<file path="config.mk">
export PLATFORM = sky130hd
export DESIGN_NAME = decimal_to_lcd_segment_writer
export DESIGN_NICKNAME = d
export VERILOG_FILES = /design/src/rtl/declcd_pkg.sv /design/src/rtl/decimal_to_lcd_segment_writer.sv
export VERILOG_INCLUDE_DIRS = /design/src /design/src/rtl
export SDC_FILE = /design/constraint.sdc
export NUM_CORES = 1
export LEC_CHECK = 0
export ABC_AREA = 1
export BUFFER_PORTS_ARGS = -buffer_cell sky130_fd_sc_hd__buf_2
export CAP_MARGIN = 20
export CELL_PAD_IN_SITES_DETAIL_PLACEMENT = 1
export CELL_PAD_IN_SITES_GLOBAL_PLACEMENT = 2
export CORE_MARGIN = 4
export CORE_UTILIZATION = 38
export CTS_CLUSTER_SIZE = 20
export DETAILED_ROUTE_END_ITERATION = 8
export PLACE_DENSITY = 0.88
export SKIP_LAST_GASP = 1
export SLEW_MARGIN = 15
export SYNTH_ARGS = -nofsm -noshare
export SYNTH_HDL_FRONTEND = slang
export SYNTH_SLANG_ARGS = --single-unit
</file>
<file path="constraint.sdc">
create_clock -name clk -period 5.4 [get_ports clk]
set_clock_uncertainty 0.1 [all_clocks]
set_input_delay 0.81 -clock clk [delete_from_list [all_inputs] [get_ports clk]]
set_output_delay 0.81 -clock clk [all_outputs]
set_load 0.02 [all_outputs]
</file>
<file path="src/rtl/assert_macros.svh">
// Assertion macros used by the segment writer RTL.
`ifndef ASSERT_MACROS_SVH
`define ASSERT_MACROS_SVH

// Same-cycle implication, checked outside reset.
`define ASSERT_SAME(label, clk, rst_n, ante, cons) \
    label: assert property (@(posedge clk) disable iff (!rst_n) (ante) |-> (cons)) \
        else $error("same-cycle check failed");

// Next-cycle implication, checked outside reset.
`define ASSERT_NEXT(label, clk, rst_n, ante, cons) \
    label: assert property (@(posedge clk) disable iff (!rst_n) (ante) |=> (cons)) \
        else $error("next-cycle check failed");

`endif

</file>
<file path="src/rtl/declcd_pkg.sv">
// Package: transaction types, sizes and the digit segment table.
package declcd_pkg;

    localparam int VALUE_WIDTH = 32;
    localparam int PROD_WIDTH  = VALUE_WIDTH + 32;
    localparam int DIV_SHIFT   = 35;
    localparam int QUO_WIDTH   = PROD_WIDTH - DIV_SHIFT;
    localparam logic [31:0] RECIP_TEN = 32'hCCCC_CCCD;

    localparam int NUM_COLS = 3;
    localparam int NUM_ROWS = 4;
    localparam int IMG_DEPTH = NUM_COLS * NUM_ROWS;

    localparam logic       OP_NUMBER   = 1'b0;
    localparam logic       OP_DIGIT    = 1'b1;
    localparam logic [2:0] POS_RIGHT   = 3'd5;
    localparam logic [7:0] ASCII_ZERO  = 8'h30;
    localparam logic [7:0] ASCII_NINE  = 8'h39;
    localparam logic [7:0] RAW_NINE    = 8'h09;
    localparam logic [7:0] HIGH_MASK   = 8'hF0;
    localparam logic [7:0] LOW_MASK    = 8'h0F;

    typedef struct packed {
        logic               opcode;
        logic signed [31:0] value;
        logic [7:0]         digit_char;
        logic [2:0]         position;
    } cmd_t;

    typedef struct packed {
        logic [4:0] register_index;
        logic [7:0] byte_value;
        logic       last;
    } seg_t;

    // Segment word for a decimal digit, row 0 in the low nibble.
    function automatic logic [15:0] seg_word(input logic [3:0] d);
        logic [15:0] w;
        unique case (d)
            4'd0:    w = 16'h1551;
            4'd1:    w = 16'h0110;
            4'd2:    w = 16'h1E11;
            4'd3:    w = 16'h1B11;
            4'd4:    w = 16'h0B50;
            4'd5:    w = 16'h1B41;
            4'd6:    w = 16'h1F41;
            4'd7:    w = 16'h0111;
            4'd8:    w = 16'h1F51;
            4'd9:    w = 16'h0B51;
            default: w = 16'h0000;
        endcase
        return w;
    endfunction

endpackage

</file>
<file path="src/rtl/decimal_to_lcd_segment_writer.sv">
// Top level: LCD segment image writer with read-modify-write sequencer.
// Usage:
//   The cmd channel takes one transaction per command. Opcode 0 shows a
//   positive number right-aligned from position 5; opcode 1 writes one
//   digit (raw or ASCII) at position 0..5. Invalid commands are dropped.
//   Every image byte written leaves on the seg channel as one transaction
//   (register index, new byte, last flag on the final byte of a command).
// Sequence:
//   A digit takes 4 rows, each a memory read then a write, and a number
//   digit first passes the divide-by-ten states (S_DIV, S_REM). A dropped
//   command is taken while cmd_stall is low and leaves the sequencer idle.
//   The single-port image memory does one read or one write at a time.
//   The first byte goes to the seg register when the first row is written.
//   One command is worked at a time; cmd_stall is high while one is busy.
// Reset:
//   The image reads as all zeros (blank) after reset through per-entry
//   valid bits; no clearing pass is needed. The sequencer returns to idle.
// Stall:
//   When seg_stall holds the output register, the sequencer waits on the
//   pending write, and the image is left untouched until the byte moves.
module decimal_to_lcd_segment_writer
    import declcd_pkg::*;
(
    input  logic clk,
    input  logic rst_n,
    input  logic cmd_valid,
    output logic cmd_stall,
    input  cmd_t cmd,
    output logic seg_valid,
    input  logic seg_stall,
    output seg_t seg
);

`include "assert_macros.svh"

    localparam logic [2:0] S_IDLE  = 3'd0;
    localparam logic [2:0] S_DIV   = 3'd1;
    localparam logic [2:0] S_REM   = 3'd2;
    localparam logic [2:0] S_READ  = 3'd3;
    localparam logic [2:0] S_WRITE = 3'd4;

    logic [2:0]              state_reg, state_next;
    logic [VALUE_WIDTH-1:0]  val_reg, val_next;
    logic [PROD_WIDTH-1:0]   prod_reg;
    logic [3:0]              dig_reg, dig_next;
    logic [2:0]              pos_reg, pos_next;
    logic [1:0]              row_reg, row_next;
    logic                    done_reg, done_next;
    logic                    out_valid_reg;
    seg_t                    out_reg;
    seg_t                    out_next;
    logic                    out_load;

    logic [7:0]              mem [0:IMG_DEPTH-1];
    logic [IMG_DEPTH-1:0]    mem_vld_reg;
    logic [7:0]              rd_reg;
    logic                    rd_vld_reg;
    logic [3:0]              slot;
    logic                    mem_re;
    logic                    mem_we;
    logic [7:0]              old_byte;
    logic [7:0]              new_byte;
    logic [3:0]              nib;
    logic [15:0]             word;

    logic                    cmd_take;
    logic [VALUE_WIDTH-1:0]  cmd_val;
    logic                    char_ascii;
    logic                    char_raw;
    logic [7:0]              char_dig;
    logic [QUO_WIDTH-1:0]    quo;
    logic [VALUE_WIDTH-1:0]  quo_ext;
    logic [VALUE_WIDTH-1:0]  quo_ten;
    logic [VALUE_WIDTH-1:0]  rem_full;

    assign cmd_stall = (state_reg != S_IDLE);
    assign cmd_take  = cmd_valid && !cmd_stall;
    assign cmd_val   = cmd.value[VALUE_WIDTH-1:0];
    assign char_ascii = (cmd.digit_char >= ASCII_ZERO) && (cmd.digit_char <= ASCII_NINE);
    assign char_raw   = (cmd.digit_char <= RAW_NINE);
    assign char_dig   = char_ascii ? (cmd.digit_char - ASCII_ZERO) : cmd.digit_char;

    // Quotient and remainder by ten from the registered reciprocal product
    assign quo      = prod_reg[PROD_WIDTH-1:DIV_SHIFT];
    assign quo_ext  = VALUE_WIDTH'(quo);
    assign quo_ten  = (quo_ext << 3) + (quo_ext << 1);
    assign rem_full = val_reg - quo_ten;

    // Image slot and register number for the current column and row
    assign slot = {2'b00, pos_reg[2:1]} + {1'b0, row_reg, 1'b0} + {2'b00, row_reg};

    assign word     = seg_word(dig_reg);
    assign nib      = word[4*row_reg +: 4];
    assign old_byte = rd_vld_reg ? rd_reg : 8'h00;
    assign new_byte = pos_reg[0] ? ((old_byte & LOW_MASK) | {nib, 4'h0})
                                 : ((old_byte & HIGH_MASK) | {4'h0, nib});

    assign out_next.register_index = {3'b000, pos_reg[2:1]} + {1'b0, row_reg, 2'b00}
                                   + {3'b000, row_reg};
    assign out_next.byte_value     = new_byte;
    assign out_next.last           = (row_reg == 2'd3) && done_reg;

    assign out_load = (state_reg == S_WRITE) && (!out_valid_reg || !seg_stall);
    assign mem_re   = (state_reg == S_READ);
    assign mem_we   = out_load;

    // Sequence commands through divide, read and write steps
    always_comb
    begin
        state_next = state_reg;
        val_next   = val_reg;
        dig_next   = dig_reg;
        pos_next   = pos_reg;
        row_next   = row_reg;
        done_next  = done_reg;
        unique case (state_reg)
            S_IDLE:
            begin
                if (cmd_take)
                begin
                    row_next = 2'd0;
                    if (cmd.opcode == OP_NUMBER)
                    begin
                        val_next = cmd_val;
                        pos_next = POS_RIGHT;
                        if (!cmd_val[VALUE_WIDTH-1] && (cmd_val != '0))
                        begin
                            state_next = S_DIV;
                        end
                    end
                    else
                    begin
                        dig_next  = char_dig[3:0];
                        pos_next  = cmd.position;
                        done_next = 1'b1;
                        if ((char_ascii || char_raw) && (cmd.position <= POS_RIGHT))
                        begin
                            state_next = S_READ;
                        end
                    end
                end
            end
            S_DIV:
            begin
                state_next = S_REM;
            end
            S_REM:
            begin
                dig_next   = rem_full[3:0];
                val_next   = quo_ext;
                done_next  = (quo == '0) || (pos_reg == 3'd0);
                state_next = S_READ;
            end
            S_READ:
            begin
                state_next = S_WRITE;
            end
            S_WRITE:
            begin
                if (out_load)
                begin
                    row_next = row_reg + 2'd1;
                    if (row_reg != 2'd3)
                    begin
                        state_next = S_READ;
                    end
                    else if (done_reg)
                    begin
                        state_next = S_IDLE;
                    end
                    else
                    begin
                        pos_next   = pos_reg - 3'd1;
                        state_next = S_DIV;
                    end
                end
            end
            default:
            begin
                state_next = S_IDLE;
            end
        endcase
    end

    // Advance control state
    always_ff @(posedge clk or negedge rst_n)
    begin
        if (!rst_n)
        begin
            state_reg     <= S_IDLE;
            row_reg       <= 2'd0;
            done_reg      <= 1'b0;
            out_valid_reg <= 1'b0;
            mem_vld_reg   <= '0;
        end
        else
        begin
            state_reg <= state_next;
            row_reg   <= row_next;
            done_reg  <= done_next;
            if (out_load)
            begin
                out_valid_reg <= 1'b1;
            end
            else if (!seg_stall)
            begin
                out_valid_reg <= 1'b0;
            end
            if (mem_we)
            begin
                mem_vld_reg[slot] <= 1'b1;
            end
        end
    end

    // Hold datapath registers
    always_ff @(posedge clk)
    begin
        val_reg  <= val_next;
        dig_reg  <= dig_next;
        pos_reg  <= pos_next;
        prod_reg <= val_reg * RECIP_TEN;
        if (out_load)
        begin
            out_reg <= out_next;
        end
    end

    // Image memory: one read or one write per cycle, registered read data
    always_ff @(posedge clk)
    begin
        if (mem_we)
        begin
            mem[slot] <= new_byte;
        end
        if (mem_re)
        begin
            rd_reg     <= mem[slot];
            rd_vld_reg <= mem_vld_reg[slot];
        end
    end

    assign seg_valid = out_valid_reg;
    assign seg       = out_reg;

    `ASSERT_SAME(a_row_mid_digit, clk, rst_n, row_reg != 2'd0,
        (state_reg == S_READ) || (state_reg == S_WRITE))
    `ASSERT_NEXT(a_last_to_idle, clk, rst_n, out_load && out_next.last,
        state_reg == S_IDLE)
    `ASSERT_SAME(a_write_follows_read, clk, rst_n, state_reg == S_WRITE,
        $past(state_reg) == S_READ || $past(state_reg) == S_WRITE)
    `ASSERT_NEXT(a_write_moves_out, clk, rst_n, mem_we, out_valid_reg)

endmodule

</file>
==> summary.md <==
| Metric | Value |
|---|---|
| Via density | about 5.2 |
| Diodes inserted | 0 |
| Gp weighted congestion | 1.01 |
| Post-Syn Nets | between 3000 and 4000 |
| Crit Reg-Reg Endpoint | prod_reg[48] |
| Top-count cell post-synth | inv_1 |
| Core ar. | 70300 um^2 |
| Fin crit share | 1.22 |
| GR Util All Layers | 0.285 |
| Drt drc | 0 |
| Post-Syn Area per Cell | between 9 and 10 um^2 |
| NumNets Final | between 4000 and 5000 |
| Final Hold Violating Endpoints | 0 |
| CTS tree | done |
| Most common library cells after synthesis | inv_1 (784), nand2_1 (552), fa_1 (389) |
| Critical path launch point type | register |
| DP Area | around 32000 um^2 |
| Minimum clock period | ~6.6 ns |
| Setup CP Type | register to register |
| WP data arrival | 6.96 ns |
| Ys async rst share | 0.0892 |
| Total CTS buffers | 27 |
| CP Capture Type | register |
| Clk root buf | clkbuf_16 |
| Measured slew at the worst slew-check pin | 1.05 ns |
| Area leader, netlist | fa_1 |
| Clk slew on worst S/H paths | around 0.070 ns |
| Number of synthesized register bits | around 210 |
| Synth Cell Area | around 27000 um^2 |
| DRT antenna net count | 0 |
| Worst r2r path cells | 26 |
| DR pass1 iterations | 5 |
| Yosys top cell area share | 0.288 |
| TritonCTS Sinks | around 210 |
| Clock buffer depth | 3 |
| Yosys warns | 0 |
| Synth area leaders | fa_1 (29%), edfxtp_1 (18%), ha_1 (17%), inv_1 (11%), nand2_1 (7.7%) |
| Routed WL per cell | around 25 um |
| DR vias | between 20000 and 25000 |
| Worst R2R Setup Slack | -1.18 ns |
| Starting density of the core | 0.385 |
| Pin count of the biggest net entering global routing | 39 |
| Clock Latency Late Sink | 0.59 ns |
| Total Wirelength | approximately 110000 um |
| Crit path required time | 5.78 ns |
| Predominant post-synthesis flop cell | edfxtp_1 |
| Worst-path fanout max | 3 |
| Row cnt | 97 |
| Worst r2r src | val_reg[12] |
| Status | finished, violations left |
| Area of the die | between 70000 and 80000 um^2 |
| PortBufs | 63 |
| Total gr overflow | 0 |
| First-pass GRT wire length | about 160000 um |
| Largest register FFs | 96 |
| Share of layout cells above drive strength 1 | 0.303 |
| HPWL Detailed | slightly above 90000 um |
| Area growth syn-to-layout | 31.6% |
| Min-delay worst type | primary input to asynchronous set/reset pin |
| Filler cells | between 7000 and 8000 |
| Mapped Cells | around 3000 |
| Die width | 275 um |
| Drt initial violations | approximately 1400 |
| Synth unique cells | 48 |
| H-Tree Depth | 1 |
| Max transition margin | 0.296 |
| Post-synth EDFFs | about 160 |
| Top-Level Pins | between 60 and 70 |
| Sequential share of the synthesized area | 0.220 |
| Violated checks | setup timing |
| Sum Neg Setup Slack | -31.93 ns |
| Fmax | 152 MHz |
| Setup ws final | -1.18 ns |
| Setup WS pre-CTS | -1.20 ns |
| RSZ-0062 raised after global routing | yes |
| Post-Layout Inst Area | approximately 36000 um^2 |
| Vias in the first global route | roughly 27000 |
| Slew Viols, Final | 0 |
| Initial antenna violation count | 2 |
| Final-report setup violation count | 29 |
| Max-cap violations | 0 |
| Die Height | roughly 270 um |
cell usage in the layout, fill, tap and decap left out, types with 36 or more instances in the layout:
master,instances
buf_4,416
fa_1,355
nor2_1,91
inv_2,65
nand2_2,99
a21oi_1,74
nand3_1,52
buf_2,63
inv_1,711
dfxtp_1,36
a22oi_1,51
nand2_1,422
ha_4,65
o21ai_0,45
ha_1,288
edfxtp_1,158
stage by stage:
| step | std cells | hold WS [ns] | util |
|---|---|---|---|
| 3_3_place_gp | 4347 | 0.342 | 0.456 |
| 5_1_grt | 4462 | 0.132 | 0.506 |
| 4_1_cts | 4423 | 0.0980 | 0.486 |
| 3_5_place_dp | 4349 | 0.360 | 0.456 |
| 2_1_floorplan | 2972 | 0.327 | - |
| 6_report | 4462 | 0.116 | 0.506 |
cell families (layout without fill, tap and decap cells):
group | count (synthesis) | after routing | synth area share
AO/OA/AOI/OAI | 272 | 272 | 0.0600
XOR/XNOR | 53 | 53 | 0.0172
adder cells (fa/ha/maj) | 752 | 752 | 0.456
buffers and inverters | 815 | 1365 | 0.114
flip-flops | 213 | 213 | 0.220
AND/OR/NAND/NOR | 867 | 867 | 0.133
final cells by class:
cell class | instances | area, um^2 | area share
Clock buffer | 34 | 764 | 0.0215
Clock inverter | 16 | 166 | 0.00468
Inverter | 792 | 3020 | 0.0848
Multi-Input combinational cell | 1944 | 20500 | 0.576
Sequential cell | 213 | 5940 | 0.167
Tap cell | 940 | 1180 | 0.0331
Timing Repair Buffer | 523 | 4000 | 0.113
per-layer routing:
metal  wire length [um]  vias to the layer above  track usage
met1              42500                    11900        0.334
met3               4650                      397       0.0305
met2              56000                      836        0.509
met4               9480                        4        0.161
li1                   -                    10300            -
met5                 34                        -            0
worst max path at each step:
stage | from | cells past startpoint | to
2_1_floorplan | val_reg[19] | 24 | prod_reg[63]
3_3_place_gp | val_reg[11] | 22 | prod_reg[58]
3_5_place_dp | val_reg[11] | 22 | prod_reg[58]
4_1_cts | val_reg[13] | 23 | prod_reg[58]
5_1_grt | val_reg[12] | 27 | prod_reg[49]
6_report | val_reg[12] | 26 | prod_reg[48]
critical path, stage by stage (launching register included):
cell and delay [ns]:
edfxtp_1 0.47, buf_6 0.14, ha_4 0.14, clkinvlp_4 0.17, fa_1 0.56, inv_1 0.09, fa_1 0.56, inv_2 0.07
fa_1 0.54, inv_2 0.05, fa_1 0.47, fa_1 0.49, fa_1 0.55, inv_2 0.05, fa_1 0.55, inv_2 0.07
ha_4 0.27, nand2_2 0.07, nand2_2 0.06, inv_2 0.12, o21ai_4 0.09, a21oi_4 0.20, nand2_4 0.10, a21oi_4 0.16
nand2_1 0.12, nand2_1 0.10, nand2_1 0.06
what timing repair did:
item                       CTS  global route
hold buffers                 0             0
buffers inserted            28            39
setup endpoints to repair   29            29
pin swaps                  153           203
resized for setup          276           273
hold endpoints to repair     0             0
Power is left out: the tool's default activity adds up to more than one toggle a clock period on the data nets, which glitch-free logic cannot reach.
